$ cat config.mk
export PLATFORM = sky130hd
export DESIGN_NAME = pl0_lexical_scanner
export DESIGN_NICKNAME = d
export VERILOG_FILES = /design/src/pl0_pkg.sv /design/src/pl0_lexical_scanner.sv /design/src/pl0_front.sv /design/src/pl0_back.sv
export VERILOG_INCLUDE_DIRS = /design/src /design/src/src
export SDC_FILE = /design/constraint.sdc
export NUM_CORES = 2
export LEC_CHECK = 0
export ABC_CLOCK_PERIOD_IN_PS = 5820
export BUFFER_PORTS_ARGS = -buffer_cell sky130_fd_sc_hd__buf_2
export CORE_MARGIN = 5
export CORE_UTILIZATION = 57
export CTS_BUF_LIST = sky130_fd_sc_hd__clkbuf_4
export DETAILED_ROUTE_END_ITERATION = 12
export PLACE_DENSITY_LB_ADDON = 0.05
export SYNTH_ARGS = -nofsm -noshare
export SYNTH_HDL_FRONTEND = slang
export SYNTH_SLANG_ARGS = --single-unit
$ cat constraint.sdc
create_clock -name clk -period 5.82 [get_ports clk]
set_input_delay 0.291 -clock clk [delete_from_list [all_inputs] [get_ports clk]]
set_output_delay 0.291 -clock clk [all_outputs]
set_load 0.02 [all_outputs]
$ cat src/pl0_lexical_scanner_assert.svh
// Assertion macros for the PL/0 scanner.
// Used by pl0_back; no other dependencies.
`ifndef PL0_LEXICAL_SCANNER_ASSERT_SVH
`define PL0_LEXICAL_SCANNER_ASSERT_SVH
`ifndef ASSERT_OFF
`define PL0_ASSERT(label, clk, rst, prop, msg) \
  label: assert property (@(posedge clk) disable iff (rst) prop) else $error(msg);
`define PL0_ASSERT_RST(label, clk, prop, msg) \
  label: assert property (@(posedge clk) prop) else $error(msg);
`else
`define PL0_ASSERT(label, clk, rst, prop, msg)
`define PL0_ASSERT_RST(label, clk, prop, msg)
`endif
`endif

$ cat src/pl0_pkg.sv
// Shared types and constants of the PL/0 scanner.
// No dependencies.
package pl0_pkg;

  typedef enum logic [2:0] {
    M_IDLE  = 3'd0,
    M_INT   = 3'd1,
    M_POINT = 3'd2,
    M_FRAC  = 3'd3,
    M_IDENT = 3'd4,
    M_OP    = 3'd5
  } mode_t;

  typedef enum logic [2:0] {
    OP_NONE  = 3'd0,
    OP_LT    = 3'd1,
    OP_GT    = 3'd2,
    OP_COLON = 3'd3,
    OP_BANG  = 3'd4
  } op_t;

  localparam logic [5:0] T_DONE    = 6'd0;
  localparam logic [5:0] T_INT     = 6'd1;
  localparam logic [5:0] T_REAL    = 6'd2;
  localparam logic [5:0] T_IDENT   = 6'd3;
  localparam logic [5:0] T_KW0     = 6'd4;
  localparam logic [5:0] T_EQ      = 6'd18;
  localparam logic [5:0] T_NE      = 6'd19;
  localparam logic [5:0] T_LT      = 6'd20;
  localparam logic [5:0] T_LE      = 6'd21;
  localparam logic [5:0] T_GT      = 6'd22;
  localparam logic [5:0] T_GE      = 6'd23;
  localparam logic [5:0] T_COLON   = 6'd24;
  localparam logic [5:0] T_ASSIGN  = 6'd25;
  localparam logic [5:0] T_COMMA   = 6'd26;
  localparam logic [5:0] T_SEMI    = 6'd27;
  localparam logic [5:0] T_PLUS    = 6'd28;
  localparam logic [5:0] T_MINUS   = 6'd29;
  localparam logic [5:0] T_TIMES   = 6'd30;
  localparam logic [5:0] T_SLASH   = 6'd31;
  localparam logic [5:0] T_LPAREN  = 6'd32;
  localparam logic [5:0] T_RPAREN  = 6'd33;
  localparam logic [5:0] T_PROGEND = 6'd34;
  localparam logic [5:0] T_ERROR   = 6'd35;

  localparam int KEYWORD_COUNT = 14;
  localparam int KW_CHARS = 9;

  // Keywords, first byte lowest, zero padded to nine bytes.
  function automatic logic [8*KW_CHARS-1:0] kw_text(input int k);
    logic [8*KW_CHARS-1:0] t;
    t = '0;
    unique case (k)
      0:  t = {8'h00, 8'h00, 8'h00, 8'h00, "t", "s", "n", "o", "c"};
      1:  t = {8'h00, 8'h00, 8'h00, 8'h00, 8'h00, 8'h00, "r", "a", "v"};
      2:  t = {"e", "r", "u", "d", "e", "c", "o", "r", "p"};
      3:  t = {8'h00, 8'h00, 8'h00, 8'h00, 8'h00, "l", "l", "a", "c"};
      4:  t = {8'h00, 8'h00, 8'h00, 8'h00, "n", "i", "g", "e", "b"};
      5:  t = {8'h00, 8'h00, 8'h00, 8'h00, 8'h00, 8'h00, "d", "n", "e"};
      6:  t = {8'h00, 8'h00, 8'h00, 8'h00, 8'h00, 8'h00, 8'h00, "f", "i"};
      7:  t = {8'h00, 8'h00, 8'h00, 8'h00, 8'h00, "n", "e", "h", "t"};
      8:  t = {8'h00, 8'h00, 8'h00, 8'h00, 8'h00, "e", "s", "l", "e"};
      9:  t = {8'h00, 8'h00, 8'h00, 8'h00, "e", "l", "i", "h", "w"};
      10: t = {8'h00, 8'h00, 8'h00, 8'h00, 8'h00, 8'h00, 8'h00, "o", "d"};
      11: t = {8'h00, 8'h00, 8'h00, 8'h00, 8'h00, 8'h00, "t", "n", "i"};
      12: t = {8'h00, 8'h00, 8'h00, 8'h00, 8'h00, "l", "a", "e", "r"};
      13: t = {8'h00, 8'h00, 8'h00, 8'h00, 8'h00, 8'h00, 8'h00, "i", "f"};
      default: t = '0;
    endcase
    return t;
  endfunction

  function automatic logic [3:0] kw_len(input int k);
    logic [3:0] l;
    unique case (k)
      0, 4, 9: l = 4'd5;
      1, 5, 11: l = 4'd3;
      2: l = 4'd9;
      3, 7, 8, 12: l = 4'd4;
      6, 10, 13: l = 4'd2;
      default: l = 4'd0;
    endcase
    return l;
  endfunction

  // Character class of a byte, computed in the front end.
  typedef enum logic [3:0] {
    C_BLANK, C_NEWLINE, C_DIGIT, C_ALPHA, C_POINT, C_EQ, C_LT, C_GT,
    C_COLON, C_BANG, C_SINGLE, C_OTHER
  } cls_t;

  // Classified request passed from front to back.
  typedef struct packed {
    logic       eoi;
    logic [7:0] ch;
    cls_t       cls;
    logic [3:0] digit;
    logic [5:0] single;
  } citem_t;

  typedef struct packed {
    logic [5:0]  kind;
    logic [30:0] ival;
    logic [31:0] mant;
    logic [3:0]  scale;
    logic [63:0] text;
    logic [4:0]  len;
    logic [23:0] line;
    logic        ovf;
    logic        last;
  } tok_t;

endpackage

$ cat src/pl0_lexical_scanner.sv
// Top level of the PL/0 lexical scanner: front classifier and back tokenizer.
// Depends on pl0_pkg, pl0_front and pl0_back.
//
// Usage:
//   Input channel in_valid/in_stall carries one source byte (in_char) or an
//   end-of-input mark (end_of_input) per request. The output channel
//   out_valid/out_stall carries tokens; a request gives zero, one or two
//   tokens, and the last of them has last_result set.
//   Throughput: one request per cycle, sustained, as long as tokens drain
//   at one per cycle; a request that makes two tokens leaves one extra token
//   to drain from the back end's output queue.
//   A request that completes a token passes the classifier queue, then the
//   token state machine into a four-entry output queue, before that token
//   appears on the output.
//   Reset (rst, synchronous) empties both queues, returns the scanner to
//   idle between tokens and sets the line counter to one.
//   When the receiver stalls, tokens wait in the output queue; at three queued
//   tokens the back end stops draining the front queue, and in_stall rises.
module pl0_lexical_scanner #(
  parameter int WORD_BUFFER_CHARS = 16
) (
  input  logic        clk,
  input  logic        rst,
  input  logic        in_valid,
  output logic        in_stall,
  input  logic [7:0]  in_char,
  input  logic        end_of_input,
  output logic        out_valid,
  input  logic        out_stall,
  output logic [5:0]  token_kind,
  output logic [30:0] int_value,
  output logic [31:0] real_mantissa,
  output logic [3:0]  real_scale,
  output logic [63:0] ident_text,
  output logic [4:0]  ident_length,
  output logic [23:0] line_number,
  output logic        value_overflow,
  output logic        last_result
);

  logic            q_valid, q_stall;
  pl0_pkg::citem_t q_item;
  pl0_pkg::tok_t   tok;

  // Classify each byte and hold it in a short queue.
  pl0_front u_front (
    .clk, .rst, .in_valid, .in_stall, .in_char, .end_of_input,
    .q_valid, .q_stall, .q_item
  );

  // Advance the token state machine and queue results.
  pl0_back #(.WORD_BUFFER_CHARS(WORD_BUFFER_CHARS)) u_back (
    .clk, .rst, .q_valid, .q_stall, .q_item,
    .out_valid, .out_stall, .out_tok(tok)
  );

  assign token_kind     = tok.kind;
  assign int_value      = tok.ival;
  assign real_mantissa  = tok.mant;
  assign real_scale     = tok.scale;
  assign ident_text     = tok.text;
  assign ident_length   = tok.len;
  assign line_number    = tok.line;
  assign value_overflow = tok.ovf;
  assign last_result    = tok.last;

endmodule

$ cat src/pl0_front.sv
// Front end: input register and byte classifier of the PL/0 scanner.
// Depends on pl0_pkg.
module pl0_front (
  input  logic               clk,
  input  logic               rst,
  input  logic               in_valid,
  output logic               in_stall,
  input  logic [7:0]         in_char,
  input  logic               end_of_input,
  output logic               q_valid,
  input  logic               q_stall,
  output pl0_pkg::citem_t    q_item
);

  pl0_pkg::citem_t c;

  always_comb begin
    c = '0;
    c.eoi = end_of_input;
    c.ch = in_char;
    c.digit = in_char[3:0];
    c.single = pl0_pkg::T_ERROR;
    if (in_char == " " || in_char == 8'h09) c.cls = pl0_pkg::C_BLANK;
    else if (in_char == 8'h0A || in_char == 8'h0D) c.cls = pl0_pkg::C_NEWLINE;
    else if (in_char >= "0" && in_char <= "9") c.cls = pl0_pkg::C_DIGIT;
    else if ((in_char >= "a" && in_char <= "z") || (in_char >= "A" && in_char <= "Z"))
      c.cls = pl0_pkg::C_ALPHA;
    else begin
      c.cls = pl0_pkg::C_SINGLE;
      unique case (in_char)
        ".": c.cls = pl0_pkg::C_POINT;
        "=": c.cls = pl0_pkg::C_EQ;
        "<": c.cls = pl0_pkg::C_LT;
        ">": c.cls = pl0_pkg::C_GT;
        ":": c.cls = pl0_pkg::C_COLON;
        "!": c.cls = pl0_pkg::C_BANG;
        ",": c.single = pl0_pkg::T_COMMA;
        ";": c.single = pl0_pkg::T_SEMI;
        "+": c.single = pl0_pkg::T_PLUS;
        "-": c.single = pl0_pkg::T_MINUS;
        "*": c.single = pl0_pkg::T_TIMES;
        "/": c.single = pl0_pkg::T_SLASH;
        "(": c.single = pl0_pkg::T_LPAREN;
        ")": c.single = pl0_pkg::T_RPAREN;
        "$": c.single = pl0_pkg::T_PROGEND;
        default: c.cls = pl0_pkg::C_OTHER;
      endcase
    end
  end

  // Two-entry queue toward the back end.
  pl0_pkg::citem_t mem [2];
  logic       wp, rp;
  logic [1:0] cnt;
  logic       push, pop;

  assign in_stall = (cnt == 2'd2);
  assign push = in_valid && !in_stall;
  assign q_valid = (cnt != 2'd0);
  assign pop = q_valid && !q_stall;
  assign q_item = mem[rp];

  always_ff @(posedge clk) begin
    if (push) mem[wp] <= c;
    if (rst) begin
      wp <= 1'b0;
      rp <= 1'b0;
      cnt <= 2'd0;
    end else begin
      if (push) wp <= ~wp;
      if (pop) rp <= ~rp;
      cnt <= cnt + {1'b0, push} - {1'b0, pop};
    end
  end

endmodule

$ cat src/pl0_back.sv
// Back end: token state machine, accumulators, keyword match, output skid.
// Depends on pl0_pkg and the assertion macro header.
`include "pl0_lexical_scanner_assert.svh"
module pl0_back #(
  parameter int WORD_BUFFER_CHARS = 16
) (
  input  logic            clk,
  input  logic            rst,
  input  logic            q_valid,
  output logic            q_stall,
  input  pl0_pkg::citem_t q_item,
  output logic            out_valid,
  input  logic            out_stall,
  output pl0_pkg::tok_t   out_tok
);
  localparam int LW = $clog2(WORD_BUFFER_CHARS + 1);
  localparam int IW = $clog2(WORD_BUFFER_CHARS);

  pl0_pkg::mode_t mode, mode_next;
  pl0_pkg::op_t   pop_r, pop_next;
  logic [7:0]  wbuf [WORD_BUFFER_CHARS];
  logic [LW-1:0] wlen, wlen_next;
  logic [31:0] acc, acc_next;
  logic [3:0]  frac, frac_next;
  logic        sat, sat_next;
  logic [23:0] line, line_next;
  logic        wr_en;

  // Two output slots per request, held in a four-entry queue.
  pl0_pkg::tok_t oq [4];
  logic [1:0] owp, orp;
  logic [2:0] ocnt;
  pl0_pkg::tok_t r0, r1;
  logic [1:0] nres;

  assign q_stall = (ocnt > 3'd2);
  logic take;
  assign take = q_valid && !q_stall;

  // Keyword match over buffered word.
  logic [5:0] kw;
  always_comb begin
    kw = '0;
    for (int k = 0; k < pl0_pkg::KEYWORD_COUNT; k++) begin
      logic ok;
      logic [8*pl0_pkg::KW_CHARS-1:0] kt;
      kt = pl0_pkg::kw_text(k);
      ok = !sat && (wlen == LW'(pl0_pkg::kw_len(k)));
      for (int i = 0; i < pl0_pkg::KW_CHARS; i++)
        if (i < int'(pl0_pkg::kw_len(k)) && wbuf[i] != kt[8*i +: 8])
          ok = 1'b0;
      if (ok && kw == '0) kw = 6'(pl0_pkg::T_KW0 + 6'(k));
    end
  end

  logic [63:0] txt;
  always_comb begin
    txt = '0;
    for (int i = 0; i < 8; i++)
      if (LW'(i) < wlen) txt[8*i +: 8] = wbuf[i];
  end

  function automatic pl0_pkg::tok_t simple(input logic [5:0] k, input logic [23:0] ln);
    pl0_pkg::tok_t t;
    t = '0;
    t.kind = k;
    t.line = ln;
    return t;
  endfunction

  logic [35:0] t10;
  logic        fl_v;
  pl0_pkg::tok_t fl;
  logic        consumed;
  logic        st_v;
  pl0_pkg::tok_t st;

  always_comb begin
    // Flush token of the current lexeme.
    fl_v = 1'b1;
    fl = simple(pl0_pkg::T_ERROR, line);
    unique case (mode)
      pl0_pkg::M_INT: begin
        fl.kind = pl0_pkg::T_INT;
        fl.ival = acc[31] ? 31'h7FFFFFFF : acc[30:0];
        fl.ovf = acc[31] | sat;
      end
      pl0_pkg::M_POINT: ;
      pl0_pkg::M_FRAC: begin
        fl.kind = pl0_pkg::T_REAL;
        fl.mant = acc;
        fl.scale = frac;
        fl.ovf = sat;
      end
      pl0_pkg::M_IDENT: begin
        if (kw != '0) fl.kind = kw;
        else begin
          fl.kind = pl0_pkg::T_IDENT;
          fl.text = txt;
          fl.len = 5'(wlen);
          fl.ovf = sat;
        end
      end
      pl0_pkg::M_OP: begin
        unique case (pop_r)
          pl0_pkg::OP_LT: fl.kind = pl0_pkg::T_LT;
          pl0_pkg::OP_GT: fl.kind = pl0_pkg::T_GT;
          pl0_pkg::OP_COLON: fl.kind = pl0_pkg::T_COLON;
          default: fl.kind = pl0_pkg::T_ERROR;
        endcase
      end
      default: fl_v = 1'b0;
    endcase
  end

  always_comb begin
    logic [31:0] base;
    logic        frac_mode;
    mode_next = mode;
    pop_next = pop_r;
    wlen_next = wlen;
    acc_next = acc;
    frac_next = frac;
    sat_next = sat;
    line_next = line;
    wr_en = 1'b0;
    consumed = 1'b0;
    st_v = 1'b0;
    st = simple(pl0_pkg::T_ERROR, line);
    frac_mode = (mode == pl0_pkg::M_POINT || mode == pl0_pkg::M_FRAC);
    base = acc;
    if (!q_item.eoi) begin
      unique case (mode)
        pl0_pkg::M_INT: consumed = (q_item.cls == pl0_pkg::C_DIGIT) ||
                                   (q_item.cls == pl0_pkg::C_POINT);
        pl0_pkg::M_POINT, pl0_pkg::M_FRAC: consumed = (q_item.cls == pl0_pkg::C_DIGIT);
        pl0_pkg::M_IDENT: consumed = (q_item.cls == pl0_pkg::C_DIGIT) ||
                                     (q_item.cls == pl0_pkg::C_ALPHA);
        pl0_pkg::M_OP: consumed = (q_item.cls == pl0_pkg::C_EQ);
        default: consumed = 1'b0;
      endcase
    end
    if (!consumed) begin
      base = '0;
      frac_mode = 1'b0;
    end
    t10 = {4'd0, base} * 36'd10 + {32'd0, q_item.digit};
    if (q_item.eoi) begin
      mode_next = pl0_pkg::M_IDLE; pop_next = pl0_pkg::OP_NONE;
      wlen_next = '0; acc_next = '0; frac_next = '0; sat_next = 1'b0;
      st_v = 1'b1;
      st = simple(pl0_pkg::T_DONE, line);
    end else if (consumed) begin
      if (mode == pl0_pkg::M_OP) begin
        st_v = 1'b1;
        unique case (pop_r)
          pl0_pkg::OP_LT: st.kind = pl0_pkg::T_LE;
          pl0_pkg::OP_GT: st.kind = pl0_pkg::T_GE;
          pl0_pkg::OP_COLON: st.kind = pl0_pkg::T_ASSIGN;
          default: st.kind = pl0_pkg::T_NE;
        endcase
        mode_next = pl0_pkg::M_IDLE; pop_next = pl0_pkg::OP_NONE;
      end else if (mode == pl0_pkg::M_IDENT) begin
        if (wlen < LW'(WORD_BUFFER_CHARS)) begin
          wr_en = 1'b1; wlen_next = wlen + LW'(1);
        end else sat_next = 1'b1;
      end else if (q_item.cls == pl0_pkg::C_POINT) begin
        mode_next = pl0_pkg::M_POINT;
      end else if (frac_mode) begin
        mode_next = pl0_pkg::M_FRAC;
        if (frac == 4'd15 || t10[35:32] != 4'd0) sat_next = 1'b1;
        else begin acc_next = t10[31:0]; frac_next = frac + 4'd1; end
      end else begin
        if (t10[35:32] != 4'd0) begin acc_next = '1; sat_next = 1'b1; end
        else acc_next = t10[31:0];
      end
    end else begin
      // Close the lexeme and start on this byte.
      mode_next = pl0_pkg::M_IDLE; pop_next = pl0_pkg::OP_NONE;
      wlen_next = '0; acc_next = '0; frac_next = '0; sat_next = 1'b0;
      unique case (q_item.cls)
        pl0_pkg::C_BLANK: ;
        pl0_pkg::C_NEWLINE: if (line != 24'hFFFFFF) line_next = line + 24'd1;
        pl0_pkg::C_DIGIT: begin
          mode_next = pl0_pkg::M_INT; acc_next = t10[31:0];
        end
        pl0_pkg::C_ALPHA: begin
          mode_next = pl0_pkg::M_IDENT; wr_en = 1'b1; wlen_next = LW'(1);
        end
        pl0_pkg::C_LT: begin mode_next = pl0_pkg::M_OP; pop_next = pl0_pkg::OP_LT; end
        pl0_pkg::C_GT: begin mode_next = pl0_pkg::M_OP; pop_next = pl0_pkg::OP_GT; end
        pl0_pkg::C_COLON: begin
          mode_next = pl0_pkg::M_OP; pop_next = pl0_pkg::OP_COLON;
        end
        pl0_pkg::C_BANG: begin mode_next = pl0_pkg::M_OP; pop_next = pl0_pkg::OP_BANG; end
        pl0_pkg::C_EQ: begin st_v = 1'b1; st.kind = pl0_pkg::T_EQ; end
        pl0_pkg::C_SINGLE: begin st_v = 1'b1; st.kind = q_item.single; end
        default: st_v = 1'b1;
      endcase
    end
  end

  logic do_flush;
  assign do_flush = fl_v && !consumed;

  always_comb begin
    r0 = do_flush ? fl : st;
    r1 = st;
    nres = 2'({1'b0, do_flush} + {1'b0, st_v});
    r0.last = (nres == 2'd1);
    r1.last = 1'b1;
  end

  logic opop;
  assign out_valid = (ocnt != 3'd0);
  assign opop = out_valid && !out_stall;
  assign out_tok = oq[orp];

  always_ff @(posedge clk) begin
    if (take && wr_en) wbuf[wlen[IW-1:0]] <= q_item.ch;
    if (take && nres != 2'd0) oq[owp] <= r0;
    if (take && nres == 2'd2) oq[owp + 2'd1] <= r1;
    if (rst) begin
      mode <= pl0_pkg::M_IDLE;
      pop_r <= pl0_pkg::OP_NONE;
      wlen <= '0; acc <= '0; frac <= '0; sat <= 1'b0;
      line <= 24'd1;
      owp <= '0; orp <= '0; ocnt <= '0;
    end else begin
      if (take) begin
        mode <= mode_next; pop_r <= pop_next; wlen <= wlen_next;
        acc <= acc_next; frac <= frac_next; sat <= sat_next; line <= line_next;
        owp <= owp + nres;
      end
      if (opop) orp <= orp + 2'd1;
      ocnt <= ocnt + (take ? {1'b0, nres} : 3'd0) - {2'd0, opop};
    end
  end

  `PL0_ASSERT(a_oq_bound, clk, rst, ocnt <= 3'd4, "output queue overrun")
  `PL0_ASSERT(a_no_take_full, clk, rst, (ocnt > 3'd2) |-> !take, "request taken while full")
  `PL0_ASSERT(a_wlen_bound, clk, rst, wlen <= LW'(WORD_BUFFER_CHARS), "word length too large")
  `PL0_ASSERT(a_line_nonzero, clk, rst, line != 24'd0, "line counter zero")

endmodule
Word-level counts from Yosys, hierarchy flattened

Memory sizes are Yosys's and may differ from the RTL's. A register that Yosys moved wholly into a read port is not among the register bits.
Cells that the tools add are included.

Flip-flop bits (word level): 83
Bits in writable memories: 846
Input bits: 13
Logic and storage cells: 400
Memories: 3

Add/subtract/negate cells: 12
Multipliers: 1
Magnitude comparators: 16
Equal/unequal tests: 106
Mux-type cells: 173
Bitwise gates (word level): 5
Reductions and logical operators: 71

Memory list:

| name        | words | bits a word | read ports | clocked after Yosys merged registers in | write ports | line            | text |
|---|---|---|---|---|---|---|---|
| u_back.oq   | 4     | 168         | 1          | 1                                       | 2           | pl0_back.sv:30  | `pl0_pkg::tok_t oq [4];` |
| u_back.wbuf | 16    | 8           | 9          | 0                                       | 1           | pl0_back.sv:21  | `logic [7:0] wbuf [WORD_BUFFER_CHARS];` |
| u_front.mem | 2     | 23          | 1          | 1                                       | 1           | pl0_front.sv:52 | `pl0_pkg::citem_t mem [2];` |

Operators with widths:

| kind                    | number |
|---|---|
| $ne A8 B7 Y1 const B    | 44 |
| $mux W32                | 10 |
| $mux W168               | 1 |
| $mux W69                | 2 |
| $eq A8 B6 Y1 const B    | 16 |
| $mux W6                 | 20 |
| $mux W1                 | 89 |
| $logic_not A6 Y1        | 13 |
| $mux W8                 | 8 |
| $mux W31                | 2 |
| $pmux W6 S9             | 1 |
| $mux W4                 | 11 |
| $add A36 B4 Y36         | 1 |
| $mux W36                | 1 |
| $mul A32 B3 Y35 const B | 1 |
| $mux W3                 | 11 |
| $logic_and A1 B1 Y1     | 28 |
| $pmux W4 S7             | 1 |
| $mux W5                 | 5 |
| $add A24 B1 Y24 const B | 1 |
| $eq A8 B4 Y1 const B    | 3 |
| $ne A24 B24 Y1 const B  | 1 |
| $ne A3 B2 Y1 const B    | 8 |
| $pmux W6 S4             | 1 |
| 59 further kinds        | 105 |

Depth between registers and ports, before layout

Depth after elaboration: 51
Mapped depth: 27

Cells and area by module

From an unflattened synthesis, not the netlist that was laid out.

Cells, all modules: 3231
Area total of the unflattened synthesis: 37770.0 µm²

Modules (own cells, without submodules):

| module    | times used | cells each | area each (µm²) |
|---|---|---|---|
| pl0_back  | 1          | 3088       | 35879.4 |
| pl0_front | 1          | 143        | 1890.6 |

Worst setup path before layout

Ideal clock, no wire load.

Path kind: register to register
From: register with a tool-made name
To: register u_back.acc[10]
Arrival: 6111 ps
Data required time: 5703 ps
Setup slack: -408 ps
Stages on the path, launching flop included: 27
Path buffers: 5
Clock period less this slack: 6228 ps
Cell sequence: dfxtp_1 -> buf_2 -> buf_2 -> nor3b_1 -> o211ai_1 -> o21ai_1 -> a32oi_1 -> nor2_1 -> clkbuf_1 -> clkbuf_1 -> and2_1 -> ha_1 -> ha_1 -> inv_1 -> fa_1 -> nand2b_1 -> a211o_1 -> a31oi_1 -> xnor2_1 -> or3_4 -> or4b_4 -> nor4b_4 -> nand4bb_2 -> mux2i_1 -> o31a_1 -> buf_2 -> a22o_1

RTL lines:

| item                 | line            | text |
|---|---|---|
| end signal, assigned | pl0_back.sv:232 | `acc <= acc_next; frac <= frac_next; sat <= sat_next; line <= line_next;` |
| end, declared        | pl0_back.sv:23  | `logic [31:0] acc, acc_next;` |

==> results.cfg <==
[outcome]
outcome = completed

[cts]
cts_buffers = 212
clk_latency_ps = 1090
clk_pin_slew_worst_paths_ps = 70
htreeDepth = 4
cts.sink_count = 866
cts_tree = yes
clock-root-buffer = clkbuf_4
clock_path_buffers = 3

[floorplanning]
die_x_um = 267
start_util = 0.575
io_pins = 183
fp-row-count = 94
coreArea_um2 = 65700
die_h_um = 267
die_area_um2 = 71500

[run]
maxCapViolCount = 0

[worst_setup_path]
cp-start-kind = flip-flop
cp-endpoint = u_back.sat$_SDFFE_PP0P_
rrSetupSlack_ps = 50
crit_required_ps = 6820
endpoint_kind = flip-flop
critPathArrivalTime_ps = 6770
critPathMaxFanout = 11
reg2reg_depth = 22
r2r-end = u_back.sat$_SDFFE_PP0P_
worstSetupPathType = reg -> reg

[grt]
grt_overflow = 0
grt_pass1_wl_mm = 167
grt_usage = 0.297
grt_pass1_vias = 29550
grt_max_degree = 162
antenna_found_initial = 4

[power]
total_power_mw = 14.7
p_per_area_nw_per_um2 = 339
vdd_drop_max_mv = 0.356
leakage_nw = 16.0

[logic_synthesis]
synth_area_leaders = dfxtp_1 34%, edfxtp_1 18%, mux4_2 10%, a32o_1 5.2%, a22o_1 4.1%
synth_top_family_by_area = compound AO/OA/AOI/OAI gates
synth_area_um2 = 37800
synth_area_per_cell_um2 = 11.4
synth-edff-count = 228
yosys.area_share.simple = 0.125
synthFlopType = dfxtp_1
netlist.top_cell.by_area = dfxtp_1
synthAdderAreaFrac = 0.0277
synth-xor-area-share = 0.0178
ys_seq_area_frac = 0.519
synth_cells = 3325
yosys_warnings = 0
async_reset_ff_frac = 0
ys_seq_elements = 866
syn-num-nets = 3419
synthMuxAreaShare = 0.108
synth_top_area_share = 0.338
synth-compound-area-share = 0.171
synth_cell_types = 91

[timing]
finClkSkew_ps = 79.5
relSlewSlack = 0.0725
hold_slack_ps = 130
final_hold_viol_count = 0
post-route-min-period_ps = 5770
tightest_slew_ps = 1390
rsz0062_at_grt = true
finalSetupViolCount = 0
post-route-period-util = 0.991
layout_setup_ws_ps = 51.2
max_freq_mhz = 173
slew_violations = 0

[routing]
wire_per_inst_um = 23.4
drt_iter0_drc = 3139
via_count = 29879
ant_nets = 0
wl_mm = 109
drtPass1Iterations = 6
drc = 0
via_per_inst = 6.42

[hold_path]
hold_path.class = in -> reg

[cells_and_area]
drive_gt1_frac = 0.248
syn_to_final_growth_pct = 14.6
fin_nets = 3705

[placement]
numPortBuffers = 182
hpwl_mm = 69.2
place_ws_ps = -141
gp_congestion = 0.890
==> cell type report <==
cell class                      count  area (um2)
Antenna cell                        3        7.51
Tap cell                          864        1080
Clock buffer                      310        2330
Multi-Input combinational cell   2159       17400
Clock inverter                     83         515
Inverter                           31         116
Fill cell                        5082       22400
Timing Repair Buffer              341        2250
Sequential cell                   866       19600
==> per-stage QoR <==
| stage | instances | TNS [ps] | area, um2 | utilization |
|---|---|---|---|---|
| floorplan | 3325 | -467 | 37900 | - |
| global placement | 4232 | -26.8 | 40000 | 0.608 |
| detailed placement | 4232 | -2730 | 40000 | 0.608 |
| CTS | 4646 | 0 | 43100 | 0.655 |
| global route | 4657 | -5800 | 43300 | 0.659 |
| finish | 4657 | 0 | 43300 | 0.659 |
==> flip-flops by register name, indices dropped and copies added (netlist names), 3 cells and up, named ones only <==
name          flops
u_back.pop_r      3
u_back.acc       32
u_back.wbuf      72
u_back.wlen       5
u_front.mem      36
u_back.line      24
u_back.frac       4
u_back.oq       672
u_back.ocnt       3
u_back.mode       3
==> power by group <==
group / internal [mW] / switching [mW] / leakage (nW) / total (mW)
Clock: 2.63 / 2.52 / 1.68 / 5.15
Combinational: 0.868 / 2.00 / 7.24 / 2.87
Sequential: 6.49 / 0.181 / 7.13 / 6.67
Total: 9.99 / 4.70 / 16.0 / 14.7
==> routing by layer <==
layer	share of wire	routed length, um	track usage
met1	0.42	45600	0.412
met2	0.46	50400	0.464
met3	0.091	9870	0.0717
met4	0.027	2920	0.101
met5	0.00012	13	0
==> Yosys cell counts, types with 42 or more instances <==
| library cell | instances |
|---|---|
| nand2_1 | 327 |
| edfxtp_1 | 228 |
| a32o_1 | 195 |
| nand3_1 | 55 |
| dfxtp_1 | 638 |
| and2_1 | 119 |
| xor2_1 | 42 |
| ha_1 | 78 |
| a21oi_1 | 58 |
| nor2_1 | 160 |
| o21ai_0 | 252 |
| o22ai_1 | 57 |
| a22o_1 | 177 |
| mux4_2 | 168 |
| clkbuf_1 | 224 |
==> cell families after synthesis <==
family	count (synthesis)
fa+ha+maj	82
xor+xnor	77
buf+inv	303
compound gates	872
mux	196
flops	866
simple gates	929
==> what timing repair did <==
item / in CTS / in global routing
resized for setup: 14 / 22
endpoints found under the setup margin: 37 / 37
gates cloned: 0 / 3
hold buffers: 19 / 0
endpoints found under the hold margin: 106 / 0
pin swaps: 7 / 9
setup buffers: 2 / 5
==> how the worst min path moves through the flow <==
stage,startpoint,end,slack [ps],depth (start not counted)
after floorplan,in_char[0],u_front.mem[0][14]$_DFFE_PP_,390,0
after global placement,u_back.oq[2][136]$_SDFFE_PP0P_,u_back.oq[2][136]$_SDFFE_PP0P_,430,2
after detailed placement,u_back.oq[2][150]$_SDFFE_PP0P_,u_back.oq[2][150]$_SDFFE_PP0P_,440,2
after CTS,in_char[0],u_front.mem[0][14]$_DFFE_PP_,8,2
after global routing,in_char[0],u_front.mem[0][14]$_DFFE_PP_,80,2
final,in_char[0],u_front.mem[0][14]$_DFFE_PP_,130,2
==> critical path: stages (launching register included) <==
cell	delay (ps)
dfxtp_2	350
buf_12	150
mux2_4	320
nor2_2	140
a31o_2	180
a32oi_2	120
nor2_4	280
buf_12	160
and2_4	140
ha_1	230
ha_1	310
or3_4	390
and3_4	200
a311o_1	320
a211oi_2	250
nand3_1	130
or4b_4	550
nor4b_4	380
nand4bb_4	180
buf_4	190
mux2_4	340
a211o_1	270
a31oi_1	150
==> cell usage in the layout, fill, tap and decap left out, types with 132 or more instances in the layout <==
master	netlist	layout
o21ai_0	252	251
nor2_1	160	154
a22o_1	177	177
nand2_1	327	327
edfxtp_1	228	228
buf_2	10	182
buf_4	0	132
mux4_2	168	168
clkbuf_4	0	310
dfxtp_1	638	635
a32o_1	195	195
Power figures use the tool's default switching activity.
